**config.mk**
```make
export PLATFORM = sky130hd
export DESIGN_NAME = passive_mode_reply_parser
export DESIGN_NICKNAME = d
export VERILOG_FILES = /design/src/rtl/core/pmrp_pkg.sv /design/src/rtl/core/passive_mode_reply_parser.sv /design/src/rtl/core/pmrp_in_reg.sv /design/src/rtl/core/pmrp_parse.sv /design/src/rtl/core/pmrp_out_reg.sv
export SDC_FILE = /design/constraint.sdc
export NUM_CORES = 1
export LEC_CHECK = 0
export ABC_CLOCK_PERIOD_IN_PS = 4250
export BUFFER_PORTS_ARGS = -buffer_cell sky130_fd_sc_hd__buf_2
export CORE_MARGIN = 5
export CORE_UTILIZATION = 40
export CTS_CLUSTER_DIAMETER = 200
export DETAILED_ROUTE_END_ITERATION = 8
export PLACE_DENSITY_LB_ADDON = 0.3
export SKIP_CTS_REPAIR_TIMING = 1
export SYNTH_ARGS = -nofsm -noshare
export SYNTH_HDL_FRONTEND = slang
export SYNTH_HIERARCHICAL = 1
export SYNTH_SLANG_ARGS = --single-unit
export TNS_END_PERCENT = 10
```
**constraint.sdc**
```tcl
create_clock -name clock -period 4.25 [get_ports clock]
set_input_delay 0.85 -clock clock [delete_from_list [all_inputs] [get_ports clock]]
set_output_delay 0.85 -clock clock [all_outputs]
set_load 0.02 [all_outputs]
```
**src/rtl/core/pmrp_pkg.sv**
```systemverilog
// ----------------------------------------------------------------------------
// pmrp_pkg
// Shared types and constants of the passive-mode reply parser.
// ----------------------------------------------------------------------------
package pmrp_pkg;

   localparam int BYTE_W      = 8;
   localparam int HOST_W      = 10;
   localparam int PORT_W      = 16;
   localparam int PORT_PART_W = 8;
   localparam int COUNT_W     = 3;
   localparam int HOST_COUNT  = 4;
   localparam int HOST_IDX_W  = 2;
   localparam int PORT_ACC_W  = 12;

   localparam logic [COUNT_W-1:0]    PREFIX_LEN  = 3'd4;
   localparam logic [COUNT_W-1:0]    HOST_DIGITS = 3'd3;
   localparam logic [COUNT_W-1:0]    DIGIT_SAT   = 3'd7;
   localparam logic [PORT_ACC_W-1:0] PORT_MAX    = 12'd255;

   localparam logic [BYTE_W-1:0] CHAR_COMMA = 8'h2C;
   localparam logic [BYTE_W-1:0] CHAR_ZERO  = 8'h30;
   localparam logic [BYTE_W-1:0] CHAR_NINE  = 8'h39;

   typedef enum logic [3:0] {
      PH_PREFIX  = 4'd0,
      PH_SEEK    = 4'd1,
      PH_HOST0   = 4'd2,
      PH_HOST1   = 4'd3,
      PH_HOST2   = 4'd4,
      PH_HOST3   = 4'd5,
      PH_PORT_HI = 4'd6,
      PH_PORT_LO = 4'd7,
      PH_DONE    = 4'd8,
      PH_ERROR   = 4'd9
   } phase_type;

   typedef struct packed {
      logic [BYTE_W-1:0] reply_byte;
      logic              last_byte;
   } item_type;

   typedef struct packed {
      logic              valid_res;
      logic [HOST_W-1:0] host_first;
      logic [HOST_W-1:0] host_second;
      logic [HOST_W-1:0] host_third;
      logic [HOST_W-1:0] host_fourth;
      logic [PORT_W-1:0] port_number;
   } result_type;

endpackage

```
**src/rtl/core/passive_mode_reply_parser.sv**
```systemverilog
// ----------------------------------------------------------------------------
// passive_mode_reply_parser
// Parses a passive-mode reply, one byte per word, into host numbers and port.
//
// req channel: one reply byte per word, req_last_byte marks the final byte.
// rsp channel: one result word per reply, sent after its final byte.
// Path: input register, then parse logic into the result register.
// Throughput: one byte per cycle while no final byte waits on rsp_stall;
// the parse state updates once per byte in a single pass of compare and
// multiply-by-ten add logic.
// rsp_valid_res low means the reply was malformed; all fields are then zero.
// Reset empties both registers and clears the parse state; the state also
// restarts after every final byte. While rsp_stall holds a pending result,
// ordinary bytes keep flowing; only a further final byte waits, and
// req_stall rises while it sits in the input register.
// ----------------------------------------------------------------------------
module passive_mode_reply_parser
   import pmrp_pkg::*;
(
   input  logic              clock,
   input  logic              reset,
   input  logic              req_valid,
   output logic              req_stall,
   input  logic [BYTE_W-1:0] req_reply_byte,
   input  logic              req_last_byte,
   output logic              rsp_valid,
   input  logic              rsp_stall,
   output logic              rsp_valid_res,
   output logic [HOST_W-1:0] rsp_host_first,
   output logic [HOST_W-1:0] rsp_host_second,
   output logic [HOST_W-1:0] rsp_host_third,
   output logic [HOST_W-1:0] rsp_host_fourth,
   output logic [PORT_W-1:0] rsp_port_number
);

   logic       item_valid;
   item_type   item;
   logic       item_take;
   logic       out_ready;
   result_type res;

   assign item_take = item_valid && (!item.last_byte || out_ready);

   pmrp_in_reg u_in_reg (
      .clock          (clock),
      .reset          (reset),
      .req_valid      (req_valid),
      .req_stall      (req_stall),
      .req_reply_byte (req_reply_byte),
      .req_last_byte  (req_last_byte),
      .item_valid     (item_valid),
      .item           (item),
      .item_take      (item_take)
   );

   pmrp_parse u_parse (
      .clock (clock),
      .reset (reset),
      .step  (item_take),
      .item  (item),
      .res   (res)
   );

   pmrp_out_reg u_out_reg (
      .clock           (clock),
      .reset           (reset),
      .load            (item_take && item.last_byte),
      .res             (res),
      .ready           (out_ready),
      .rsp_valid       (rsp_valid),
      .rsp_stall       (rsp_stall),
      .rsp_valid_res   (rsp_valid_res),
      .rsp_host_first  (rsp_host_first),
      .rsp_host_second (rsp_host_second),
      .rsp_host_third  (rsp_host_third),
      .rsp_host_fourth (rsp_host_fourth),
      .rsp_port_number (rsp_port_number)
   );

endmodule

```
**src/rtl/core/pmrp_in_reg.sv**
```systemverilog
// ----------------------------------------------------------------------------
// pmrp_in_reg
// Input register: holds one reply word until the parser takes it.
// ----------------------------------------------------------------------------
module pmrp_in_reg
   import pmrp_pkg::*;
(
   input  logic              clock,
   input  logic              reset,
   input  logic              req_valid,
   output logic              req_stall,
   input  logic [BYTE_W-1:0] req_reply_byte,
   input  logic              req_last_byte,
   output logic              item_valid,
   output item_type          item,
   input  logic              item_take
);

   logic     valid_ff, valid_in;
   item_type item_ff, item_in;
   logic     load;

   assign req_stall  = valid_ff && !item_take;
   assign load       = req_valid && !req_stall;
   assign valid_in   = load || (valid_ff && !item_take);
   assign item_in    = load ? item_type'{reply_byte: req_reply_byte, last_byte: req_last_byte}
                            : item_ff;
   assign item_valid = valid_ff;
   assign item       = item_ff;

   always_ff @(posedge clock) begin
      if (reset) begin
         valid_ff <= 1'b0;
      end else begin
         valid_ff <= valid_in;
      end
   end

   always_ff @(posedge clock) begin
      item_ff <= item_in;
   end

endmodule

```
**src/rtl/core/pmrp_parse.sv**
```systemverilog
// ----------------------------------------------------------------------------
// pmrp_parse
// Parse state and per-word update: prefix skip, host and port numbers.
// ----------------------------------------------------------------------------
module pmrp_parse
   import pmrp_pkg::*;
(
   input  logic       clock,
   input  logic       reset,
   input  logic       step,
   input  item_type   item,
   output result_type res
);

   phase_type              phase_ff, phase_in;
   logic [COUNT_W-1:0]     prefix_ff, prefix_in;
   logic [COUNT_W-1:0]     digits_ff, digits_in;
   logic [HOST_W-1:0]      value_ff, value_in;
   logic [HOST_W-1:0]      host_ff [HOST_COUNT];
   logic [HOST_W-1:0]      host_in [HOST_COUNT];
   logic [PORT_PART_W-1:0] port_hi_ff, port_hi_in;

   logic                  is_digit;
   logic                  is_comma;
   logic [3:0]            digit;
   logic [HOST_W-1:0]     host_acc;
   logic [PORT_ACC_W-1:0] port_acc;
   logic [HOST_IDX_W-1:0] host_idx;
   logic                  parsed_ok;

   always_comb begin
      is_digit = (item.reply_byte >= CHAR_ZERO) && (item.reply_byte <= CHAR_NINE);
      is_comma = (item.reply_byte == CHAR_COMMA);
      digit    = is_digit ? 4'(item.reply_byte - CHAR_ZERO) : 4'd0;
      host_acc = HOST_W'(value_ff * HOST_W'(10) + HOST_W'(digit));
      port_acc = PORT_ACC_W'(value_ff) * PORT_ACC_W'(10) + PORT_ACC_W'(digit);
      host_idx = HOST_IDX_W'(4'(phase_ff) - 4'(PH_HOST0));

      phase_in   = phase_ff;
      prefix_in  = prefix_ff;
      digits_in  = digits_ff;
      value_in   = value_ff;
      host_in    = host_ff;
      port_hi_in = port_hi_ff;

      unique case (phase_ff) inside
         PH_PREFIX: begin
            prefix_in = prefix_ff + 3'd1;
            if (prefix_in >= PREFIX_LEN) begin
               phase_in = PH_SEEK;
            end
         end
         PH_SEEK: begin
            if (is_digit) begin
               value_in  = HOST_W'(digit);
               digits_in = 3'd1;
               phase_in  = PH_HOST0;
            end
         end
         PH_HOST0, PH_HOST1, PH_HOST2, PH_HOST3: begin
            if (is_digit) begin
               if (digits_ff >= HOST_DIGITS) begin
                  phase_in = PH_ERROR;
               end else begin
                  value_in  = host_acc;
                  digits_in = digits_ff + 3'd1;
               end
            end else if (is_comma && digits_ff != '0) begin
               host_in[host_idx] = value_ff;
               phase_in          = phase_type'(4'(phase_ff) + 4'd1);
               value_in          = '0;
               digits_in         = '0;
            end else begin
               phase_in = PH_ERROR;
            end
         end
         PH_PORT_HI, PH_PORT_LO: begin
            if (is_digit) begin
               if (port_acc > PORT_MAX) begin
                  phase_in = PH_ERROR;
               end else begin
                  value_in = HOST_W'(port_acc);
                  if (digits_ff < DIGIT_SAT) begin
                     digits_in = digits_ff + 3'd1;
                  end
               end
            end else if (phase_ff == PH_PORT_HI) begin
               if (is_comma && digits_ff != '0) begin
                  port_hi_in = value_ff[PORT_PART_W-1:0];
                  phase_in   = PH_PORT_LO;
                  value_in   = '0;
                  digits_in  = '0;
               end else begin
                  phase_in = PH_ERROR;
               end
            end else if (digits_ff != '0) begin
               phase_in = PH_DONE;
            end else begin
               phase_in = PH_ERROR;
            end
         end
         PH_DONE: begin
         end
         default: begin
            phase_in = PH_ERROR;
         end
      endcase

      parsed_ok = (phase_in == PH_DONE) || (phase_in == PH_PORT_LO && digits_in != '0);

      res.valid_res   = parsed_ok;
      res.host_first  = parsed_ok ? host_in[0] : '0;
      res.host_second = parsed_ok ? host_in[1] : '0;
      res.host_third  = parsed_ok ? host_in[2] : '0;
      res.host_fourth = parsed_ok ? host_in[3] : '0;
      res.port_number = parsed_ok ? {port_hi_in, value_in[PORT_PART_W-1:0]} : '0;
   end

   // restart on reset and after the final word of every reply
   always_ff @(posedge clock) begin
      if (reset || (step && item.last_byte)) begin
         phase_ff   <= PH_PREFIX;
         prefix_ff  <= '0;
         digits_ff  <= '0;
         value_ff   <= '0;
         host_ff    <= '{default: '0};
         port_hi_ff <= '0;
      end else if (step) begin
         phase_ff   <= phase_in;
         prefix_ff  <= prefix_in;
         digits_ff  <= digits_in;
         value_ff   <= value_in;
         host_ff    <= host_in;
         port_hi_ff <= port_hi_in;
      end
   end

endmodule

```
**src/rtl/core/pmrp_out_reg.sv**
```systemverilog
// ----------------------------------------------------------------------------
// pmrp_out_reg
// Result register: holds one result word until the receiver takes it.
// ----------------------------------------------------------------------------
module pmrp_out_reg
   import pmrp_pkg::*;
(
   input  logic              clock,
   input  logic              reset,
   input  logic              load,
   input  result_type        res,
   output logic              ready,
   output logic              rsp_valid,
   input  logic              rsp_stall,
   output logic              rsp_valid_res,
   output logic [HOST_W-1:0] rsp_host_first,
   output logic [HOST_W-1:0] rsp_host_second,
   output logic [HOST_W-1:0] rsp_host_third,
   output logic [HOST_W-1:0] rsp_host_fourth,
   output logic [PORT_W-1:0] rsp_port_number
);

   logic       valid_ff, valid_in;
   result_type res_ff, res_in;

   assign ready    = !valid_ff || !rsp_stall;
   assign valid_in = load || (valid_ff && rsp_stall);
   assign res_in   = load ? res : res_ff;

   always_ff @(posedge clock) begin
      if (reset) begin
         valid_ff <= 1'b0;
      end else begin
         valid_ff <= valid_in;
      end
   end

   always_ff @(posedge clock) begin
      res_ff <= res_in;
   end

   assign rsp_valid       = valid_ff;
   assign rsp_valid_res   = res_ff.valid_res;
   assign rsp_host_first  = res_ff.host_first;
   assign rsp_host_second = res_ff.host_second;
   assign rsp_host_third  = res_ff.host_third;
   assign rsp_host_fourth = res_ff.host_fourth;
   assign rsp_port_number = res_ff.port_number;

endmodule

```
==> metrics, run 1 <==
Final Setup Violations 0; GPL Wtd Cong 0.910; Die ar. 22,100 um2; XOR/XNOR Fraction of Synth Area 0.0137; row count 50; fraction of registers with async set/reset 0; clk root buf clkbuf_16; Vias/cell 5.76; HPWL reported at the end of detailed placement 14.2 mm; gr usage total 0.188; global route overflow 0; FF+latch count, synth 136; clock share of power 0.425; Crit Path Class flop to flop; post-layout minimum cycle time 4.18 ns; PortBufs 71; largest net degree at the start of global routing 58; CP Capture Type flop; post-synthesis compound-gate area fraction 0.202; post-route cell area 9870 um2; Inserted Clock Buffers 17; Int Pwr 2.42 mW; Worst-Margin Slew 0.804 ns; # IOs 72; Final Net Count 879; maximum vdd drop 0.000285 V; clk buf depth 2; startpoint types flop; status complete, no violations; worst min path class flop to flop; CP max FO 6; Synth-to-Final Area Change 28.3%; RSZ-0062 raised after global routing true; CTS clock-pin slew for the worst setup and hold paths 0.06 ns; post-synthesis cell count 742; syn_area_per_cell 10.4 um2; Die Y 149 um; Placed Area 8610 um2; mux contribution to synthesized area 0.129; Antenna Nets Post-Route 0; WL final 21.9 mm; Initial Util 0.409; clock skew 0.00734 ns; Synthesis Warnings 6; NetSw 989 uW; Post-synth EDFFs 66; Worst Path Arrival 4.42 ns; vias in the first global route 5,927; Worst-Skew Late Latency 0.43 ns; Adder-Cell Fraction of Synth Area 0.0475; final design utilization 0.524; synthesized area 7690 um2; critical path required time 4.49 ns; Synth Flop Type dfxtp_1; Comb pwr share 0.156; relative slew slack 0.464; Max Slew Vio Count 0; total number of vias 6,400; DRT Pass-1 Iters 5; max-cap violation count 0; first-pass GRT wire length 32.7 mm; Core Area 18,800 um2; Switching Share 0.290; FILL cells 1,632; fmax 239 MHz; layout cells sized above 1 0.320; CTS H-tree depth 4; Die X 149 um; final hold vios 0; clock sink count 136; fin crit share 0.984; initial DRC count 551; DRC 0; power density cells 345 nW/um2; antenna cells 0; DR WL/cell 19.7 um; initial antenna violation count 0; sequential fraction of the synthesis area 0.440; Leak 4.13 nW; main combinational cell family by area after synthesis compound AO/OA/AOI/OAI gates; sequential share of power 0.419; Distinct cells, synth 71; CTS tree yes; Post-Synth Simple-Gate Area 0.124; Net Count, Synth 783
-- placed cells by master, fill, tap and decap left out, types with 3 or more instances in the layout --
cell type,count
a211o_1,3
a211oi_1,7
a21o_1,5
a21oi_1,39
a21oi_2,4
a221oi_1,4
a221oi_2,40
a221oi_4,14
a22oi_1,6
a31oi_1,8
and2_1,3
and3_1,8
buf_12,5
buf_2,71
buf_4,55
clkbuf_16,22
clkinvlp_4,4
dfxtp_1,68
edfxtp_1,66
ha_1,21
ha_2,3
inv_1,12
inv_6,4
mux2i_1,96
nand2_1,44
nand3_1,22
nor2_1,76
nor2b_1,5
nor3_1,9
o211ai_1,3
o21ai_0,25
o21ai_1,3
o22a_1,3
or3_1,3
or4_4,4
xnor2_1,5
xor2_1,5
-- stage by stage --
step / setup TNS [ns] / setup WS (ns) / cells / hold WS (ns) / total power, mW
2_1_floorplan: 0 / 0.0287 / 742 / 0.436 / 1.76
3_3_place_gp: -0.00151 / -0.00151 / 1066 / 0.441 / 1.92
3_5_place_dp: -0.0955 / -0.0955 / 1066 / 0.451 / 1.92
4_1_cts: -0.152 / -0.126 / 1098 / 0.458 / 3.36
5_1_grt: -1.10 / -0.0760 / 1111 / 0.491 / 3.53
6_report: 0 / 0.0688 / 1111 / 0.459 / 3.41
-- cells by family after synthesis --
| logic type | count (synthesis) |
|---|---|
| AOI/OAI and AO/OA | 193 |
| adders and majority gates | 28 |
| xor gates and xnor gates | 12 |
| and+or+nand+nor | 199 |
| buffers and inverters | 76 |
| DFF | 136 |
| muxes | 98 |
-- power by group through the flow --
stage	Sequential, mW	Combinational, mW	Clock [mW]
after CTS	1.43	0.465	1.47
after global routing	1.43	0.567	1.53
after detailed placement	1.46	0.464	0
after floorplan	1.47	0.288	0
final	1.43	0.533	1.45
after global placement	1.46	0.460	0
-- per-layer routing --
metal  global-route usage  vias up  part of all wire
met5                    0        -                 0
met4               0.0619        0             0.028
met3               0.0384       48             0.062
met2                0.308      234              0.49
met1                0.249     3083              0.42
li1                     -     3035                 -
-- path summary, 6_finish.rpt --
| check | to | startpoint | cells past startpoint | slack [ns] |
|---|---|---|---|---|
| max reg2reg | u_out_reg/rsp_host_first[9] | u_parse/value_ff[3] | 13 | 0.07 |
| max | u_out_reg/rsp_host_first[9] | u_parse/value_ff[3] | 13 | 0.07 |
| min | u_parse/port_hi_ff[4] | u_parse/port_hi_ff[4] | 2 | 0.46 |
| min reg2reg | u_parse/port_hi_ff[4] | u_parse/port_hi_ff[4] | 2 | 0.46 |
-- registers in the layout, summed over array words and instances, names as in the netlist --
register                   cells
u_in_reg/item                  9
u_in_reg/item_valid            1
u_out_reg/rsp_host_first      10
u_out_reg/rsp_host_fourth     10
u_out_reg/rsp_host_second     10
u_out_reg/rsp_host_third      10
u_out_reg/rsp_port_number     16
u_out_reg/rsp_valid            1
u_out_reg/rsp_valid_res        1
u_parse/digits_ff              3
u_parse/host_ff               40
u_parse/phase_ff               4
u_parse/port_hi_ff             8
u_parse/prefix_ff              3
u_parse/value_ff              10
-- synthesized netlist by cell type, types with 10 or more instances --
| cell | instances | area, um2 |
|---|---|---|
| nor2_1 | 77 | 289 |
| dfxtp_1 | 70 | 1400 |
| mux2i_1 | 96 | 961 |
| nor3_1 | 10 | 50.1 |
| edfxtp_1 | 66 | 1980 |
| nand2_1 | 45 | 169 |
| clkbuf_1 | 48 | 180 |
| a221oi_1 | 28 | 245 |
| a21oi_1 | 44 | 220 |
| nand3_1 | 23 | 115 |
| ha_1 | 26 | 325 |
| o21ai_0 | 27 | 135 |
| inv_1 | 12 | 45.0 |
| and3_1 | 10 | 62.6 |
| buf_2 | 10 | 50.1 |
| a221oi_2 | 30 | 450 |
-- critical path: stages, from the launching register on --
cell and delay [ns]:
dfxtp_1 0.32, buf_4 0.13, ha_1 0.29, ha_2 0.40, nand3_1 0.12, and3_1 0.24
nor4b_4 0.40, nand3_1 0.11, or4_4 0.44, mux2i_4 0.19, a31oi_2 0.16, or4_4 0.67
clkbuf_16 0.21, a221oi_2 0.31
-- area by class of cell --
cell class              instances  area (um2)  share of cell area
multi-input cells             531        4490               0.455
flip-flops and latches        136        3390               0.343
repair buffers                139        1040               0.106
clock buffers                  21         460              0.0467
well taps                     260         325              0.0330
clock inverters                11         113              0.0114
inverters                      13        48.8             0.00494
Note: power is estimated with default switching activity, not from simulation.
==> run 2, diff against run 1 <==
--- a/config.mk
+++ b/config.mk
@@ -11,7 +11,7 @@
 export CORE_UTILIZATION = 40
 export CTS_CLUSTER_DIAMETER = 200
 export DETAILED_ROUTE_END_ITERATION = 8
-export PLACE_DENSITY_LB_ADDON = 0.3
+export PLACE_DENSITY = 0.66
 export SKIP_CTS_REPAIR_TIMING = 1
 export SYNTH_ARGS = -nofsm -noshare
 export SYNTH_HDL_FRONTEND = slang
==> run 2 against run 1 <==
Compared with the run above: maximum frequency is 0.54% higher; wire length is 4.3% lower; register-to-register slack better by 0.02 ns; critical endpoint is now u_out_reg/rsp_host_first[0]; largest power group unchanged; highest routed layer unchanged.
==> metrics, run 2 (synthesis results as in run 1) <==
CTS tree yes (unchanged); fmax 240 MHz (was 239 MHz); DR WL/cell 18.9 um (was 19.7 um); Die ar. 22,100 um2 (unchanged); Top reg by flops u_parse/host_ff (unchanged); Inserted Clock Buffers 17 (unchanged); Max Slew Vio Count 0 (unchanged); Pwr Total 3.42 mW (was 3.41 mW); CP max-delay cell or4_4 (unchanged); power density cells 354 nW/um2 (was 345 nW/um2); critical path required time 4.50 ns (was 4.49 ns); largest net degree at the start of global routing 58 (unchanged); global route overflow 0 (unchanged); total number of vias 6,388 (was 6,400); Vias/cell 5.77 (was 5.76); Largest register FFs 40 (unchanged); most frequent cells in the layout mux2i_1 (95), nor2_1 (76), buf_2 (71) (was mux2i_1 (96), nor2_1 (76), buf_2 (71)); Final Net Count 875 (was 879); initial antenna violation count 0 (unchanged); final non-filler cell total 1,107 (was 1,111); hold slack final 0.455 ns (was 0.459 ns); pre-CTS setup slack 0.0426 ns (was -0.0955 ns); clk buf depth 2 (unchanged); Core Area 18,800 um2 (unchanged); max-cap violation count 0 (unchanged); final setup margin 0.0914 ns (was 0.0688 ns); Final Setup Violations 0 (unchanged); antenna cells 0 (unchanged); CTS clock-pin slew for the worst setup and hold paths 0.06 ns (about the same); Initial Util 0.409 (unchanged); gr usage total 0.181 (was 0.188); maximum vdd drop 0.000264 V (was 0.000285 V); CTS H-tree depth 4 (unchanged); Placed Cells incl. Taps 1,066 (unchanged); HPWL reported at the end of detailed placement 13.4 mm (was 14.2 mm); Worst-Margin Slew 0.874 ns (was 0.804 ns); startpoint types flop (unchanged); clock skew 0.0132 ns (was 0.00734 ns); clk root buf clkbuf_16 (unchanged); CP max FO 14 (was 6); Antenna Nets Post-Route 0 (unchanged); GPL Wtd Cong 0.900 (was 0.910); Leak 4.10 nW (was 4.13 nW); final design utilization 0.512 (was 0.524); critical path, cell by cell ha_1 > ha_1 > a21o_1 > and4_1 > or4b_1 > a31oi_1 > o2111ai_2 > mux2i_4 > a31oi_4 > or4_4 > buf_6 > a221oi_2 (was buf_4 > ha_1 > ha_2 > nand3_1 > and3_1 > nor4b_4 > nand3_1 > or4_4 > mux2i_4 > a31oi_2 > or4_4 > clkbuf_16 > a221oi_2); Die X 149 um (unchanged); row count 50 (unchanged); vias in the first global route 5,904 (was 5,927); clock sink count 136 (unchanged); CP most frequent cell ha_1; fin crit share 0.978 (was 0.984); # IOs 72 (unchanged); DRT Pass-1 Iters 5 (unchanged); layout cells sized above 1 0.308 (was 0.320); Worst-Skew Late Latency 0.43 ns (about the same); status complete, no violations (unchanged); worst min path class flop to flop (unchanged); WL final 21.0 mm (was 21.9 mm); PortBufs 71 (unchanged); Die Y 149 um (unchanged); initial DRC count 447 (was 551); Crit Path Class flop to flop (unchanged); Synth-to-Final Area Change 25.4% (was 28.3%); CP peak stage delay 0.67 ns (about the same); DRC 0 (unchanged); final hold vios 0 (unchanged); CP Capture Type flop (unchanged); first-pass GRT wire length 31.8 mm (was 32.7 mm); Worst Path Arrival 4.41 ns (was 4.42 ns); commonest non-fill, non-tap cell in the layout mux2i_1 (unchanged); post-layout minimum cycle time 4.16 ns (was 4.18 ns); relative slew slack 0.418 (was 0.464)
run 2: changes by cell type in the layout (fill, tap and decap cells not counted), moves of 2 or more:
| cell | delta |
|---|---|
| a221oi_2 | +9 |
| clkbuf_8 | -2 |
| a21oi_2 | -2 |
| clkbuf_16 | -2 |
| a21oi_1 | +3 |
| clkinvlp_4 | -3 |
| clkinv_2 | +2 |
| clkinv_4 | +2 |
| a221oi_1 | +2 |
| buf_12 | -2 |
| ha_2 | -2 |
| a221oi_4 | -11 |
| a31oi_2 | -2 |
| ha_4 | +2 |
run 2: final timing paths:
check	start	endpoint	slack (ns)	cells past startpoint
min reg2reg	u_parse/port_hi_ff[5]	u_parse/port_hi_ff[5]	0.46	2
max	u_parse/value_ff[4]	u_out_reg/rsp_host_first[0]	0.09	12
min	u_parse/port_hi_ff[5]	u_parse/port_hi_ff[5]	0.46	2
max reg2reg	u_parse/value_ff[4]	u_out_reg/rsp_host_first[0]	0.09	12
run 2: metrics by stage:
stage          setup TNS [ns]  area (um2)
2_1_floorplan               0        7700
3_3_place_gp                0        8580
3_5_place_dp                0        8580
4_1_cts                     0        9160
5_1_grt                -0.468        9640
6_report                    0        9640
run 2: per-layer routing:
layer  track usage  routed length (um)  share of wire
met1         0.240                9090           0.43
met2         0.292               10000           0.48
met3        0.0381                1350          0.065
met4        0.0661                 514          0.025
met5             0                   0              0
run 2: area by class of cell:
class,count,area [um2]
repair buffers,136,972
clock buffers,20,437
well taps,260,325
inverters,13,48.8
multi-input cells,530,4330
flip-flops and latches,136,3390
clock inverters,12,141
fillers,1653,9190
run 2: critical path: cells and delay by family (launching register included):
kind,cells,cell delay [ns]
compound gates,5,0.98
flops,1,0.36
buf+inv,1,0.24
fa+ha+maj,2,0.67
simple gates,3,1.49
mux,1,0.24
run 2: where the power goes:
part / total, mW / internal [mW] / switching [mW]
logic: 0.501 / 0.168 / 0.332
clock network: 1.49 / 0.875 / 0.614
registers: 1.43 / 1.41 / 0.0229
total: 3.42 / 2.45 / 0.969
==> run 3, diff against run 2 <==
--- a/config.mk
+++ b/config.mk
@@ -8,10 +8,10 @@
 export ABC_CLOCK_PERIOD_IN_PS = 4250
 export BUFFER_PORTS_ARGS = -buffer_cell sky130_fd_sc_hd__buf_2
 export CORE_MARGIN = 5
-export CORE_UTILIZATION = 40
+export CORE_UTILIZATION = 32
 export CTS_CLUSTER_DIAMETER = 200
 export DETAILED_ROUTE_END_ITERATION = 8
-export PLACE_DENSITY = 0.66
+export PLACE_DENSITY = 0.56
 export SKIP_CTS_REPAIR_TIMING = 1
 export SYNTH_ARGS = -nofsm -noshare
 export SYNTH_HDL_FRONTEND = slang
==> run 3 against run 2 <==
Compared with the run above: final cell count rose by 5.3%; clock-buffer cell count rose by 1; total power rose by 3.3%; die area rose by 23%; clock power rose by 6%; global-route usage fell by 3.1 points; critical path type unchanged; largest cell class unchanged.
==> metrics, run 3 (synthesis results as in run 1) <==
final design utilization 0.422 (was 0.512); CP Capture Type flop (unchanged); clk buf depth 2 (unchanged); global route overflow 0 (unchanged); startpoint types flop (unchanged); Core Area 23,500 um2 (was 18,800 um2); max-cap violation count 0 (unchanged); hold slack final 0.457 ns (was 0.455 ns); fin crit share 0.996 (was 0.978); final hold vios 0 (unchanged); origin of the worst setup path u_in_reg/item[7] (was u_parse/value_ff[4]); initial antenna violation count 0 (unchanged); Placed Cells incl. Taps 1,116 (was 1,066); Leak 4.15 nW (was 4.10 nW); FILL cells 2,301 (was 1,653); relative slew slack 0.235 (was 0.418); register area 3390 um2 (unchanged); reg2reg setup slack 0.02 ns (was 0.09 ns); initial DRC count 430 (was 447); Die ar. 27,200 um2 (was 22,100 um2); Worst Reg-to-Reg Cells 15 (was 12); Crit Path Class flop to flop (unchanged); CTS clock-pin slew for the worst setup and hold paths 0.06 ns (about the same); WL final 21.9 mm (was 21.0 mm); Worst Path Arrival 4.48 ns (was 4.41 ns); DRC 0 (unchanged); HPWL reported at the end of detailed placement 13.8 mm (was 13.4 mm); DRT Pass-1 Iters 5 (unchanged); Worst-Skew Late Latency 0.42 ns (was 0.43 ns); R2R Path End u_out_reg/rsp_host_second[4] (was u_out_reg/rsp_host_first[0]); Critical Path End u_out_reg/rsp_host_second[4] (was u_out_reg/rsp_host_first[0]); pre-CTS setup slack 0.0494 ns (was 0.0426 ns); Initial Util 0.327 (was 0.409); layout cells sized above 1 0.321 (was 0.308); Synth-to-Final Area Change 29.1% (was 25.4%); Reg2Reg Launch Point u_in_reg/item[7] (was u_parse/value_ff[4]); Worst-Margin Slew 1.15 ns (was 0.874 ns); area of the multi-input gates 4420 um2 (was 4330 um2); Vias/cell 5.38 (was 5.77); PortBufs 71 (unchanged); post-layout minimum cycle time 4.23 ns (was 4.16 ns); Inserted Clock Buffers 17 (unchanged); fmax 236 MHz (was 240 MHz); most frequent cells in the layout mux2i_1 (96), nor2_1 (76), buf_2 (71) (was mux2i_1 (95), nor2_1 (76), buf_2 (71)); antenna cells 0 (unchanged); CTS H-tree depth 4 (unchanged); clk root buf clkbuf_16 (unchanged); Die X 165 um (was 149 um); Final Setup Violations 0 (unchanged); # IOs 72 (unchanged); GPL Wtd Cong 0.871 (was 0.900); DR WL/cell 18.8 um (was 18.9 um); final setup margin 0.0166 ns (was 0.0914 ns); Final Net Count 875 (unchanged); CP max FO 6 (was 14); RSZ-0062 raised after global routing true; total number of vias 6,275 (was 6,388); vias in the first global route 5,868 (was 5,904); final non-filler cell total 1,166 (was 1,107); CTS tree yes (unchanged); power density cells 356 nW/um2 (was 354 nW/um2); maximum vdd drop 0.000227 V (was 0.000264 V); status complete, no violations (unchanged); critical path required time 4.49 ns (was 4.50 ns); Largest register FFs 40 (unchanged); Placed Area 8600 um2 (was 8580 um2); first-pass GRT wire length 32.2 mm (was 31.8 mm); Max Slew Vio Count 0 (unchanged); row count 56 (was 50); commonest non-fill, non-tap cell in the layout mux2i_1 (unchanged); Die Y 165 um (was 149 um); Top reg by flops u_parse/host_ff (unchanged); largest net degree at the start of global routing 61 (was 58); worst min path class flop to flop (unchanged); gr usage total 0.150 (was 0.181); Antenna Nets Post-Route 0 (unchanged); clock skew 0.0103 ns (was 0.0132 ns); clock sink count 136 (unchanged); post-route cell area 9930 um2 (was 9640 um2)
[run 3: cell count changes in the layout (fill, tap and decap cells not counted), moves of 3 or more]
cell       change
buf_4          -6
clkbuf_16      +4
clkbuf_8       +3
a221oi_1       -3
a221oi_4       +3
[run 3: critical path, stage by stage, from the launching register on]
cell       delay [ns]
edfxtp_1         0.41
nor3b_4          0.23
and3_4           0.21
and2_4           0.14
ha_2             0.19
fa_2             0.24
a21oi_2          0.09
nor3_4           0.14
and3_4           0.21
nand2_2          0.09
or4_1            0.53
mux2i_1          0.28
o21ai_2          0.15
or4_4            0.65
clkbuf_16        0.22
a221oi_2         0.28
[run 3: stage by stage]
step | TNS (ns) | power, mW
2_1_floorplan | 0 | 1.76
3_3_place_gp | 0 | 1.91
3_5_place_dp | 0 | 1.91
4_1_cts | 0 | 3.50
5_1_grt | -4.85 | 3.66
6_report | 0 | 3.53
[run 3: layout make-up]
class / count / share of cell area
multi-input cells: 531 / 0.445
flip-flops and latches: 136 / 0.341
repair buffers: 135 / 0.106
clock buffers: 21 / 0.0474
well taps: 319 / 0.0402
clock inverters: 11 / 0.0161
inverters: 13 / 0.00491
[run 3: worst min path at each step]
| stage | startpoint | to | slack, ns | cells after the start |
|---|---|---|---|---|
| final | u_parse/port_hi_ff[2] | u_parse/port_hi_ff[2] | 0.46 | 2 |
| after global routing | u_parse/port_hi_ff[5] | u_parse/port_hi_ff[5] | 0.48 | 2 |
| after CTS | u_parse/port_hi_ff[5] | u_parse/port_hi_ff[5] | 0.46 | 2 |
| after detailed placement | u_parse/port_hi_ff[5] | u_parse/port_hi_ff[5] | 0.45 | 2 |
| after global placement | u_parse/port_hi_ff[0] | u_parse/port_hi_ff[0] | 0.44 | 2 |
| after floorplan | u_parse/port_hi_ff[7] | u_parse/port_hi_ff[7] | 0.44 | 2 |
[run 3: power by group]
part	internal, mW	switching (mW)	leakage (nW)
logic	0.169	0.352	2.63
clock network	0.982	0.600	0.303
registers	1.41	0.0233	1.21
[run 3: per-layer routing]
metal | wire length [um] | GRT usage | part of all wire | up-vias
li1 | - | - | - | 3036
met1 | 10000 | 0.210 | 0.46 | 3028
met2 | 10200 | 0.233 | 0.46 | 184
met3 | 1240 | 0.0307 | 0.057 | 27
met4 | 444 | 0.0442 | 0.020 | 0
met5 | 0 | 0 | 0 | -
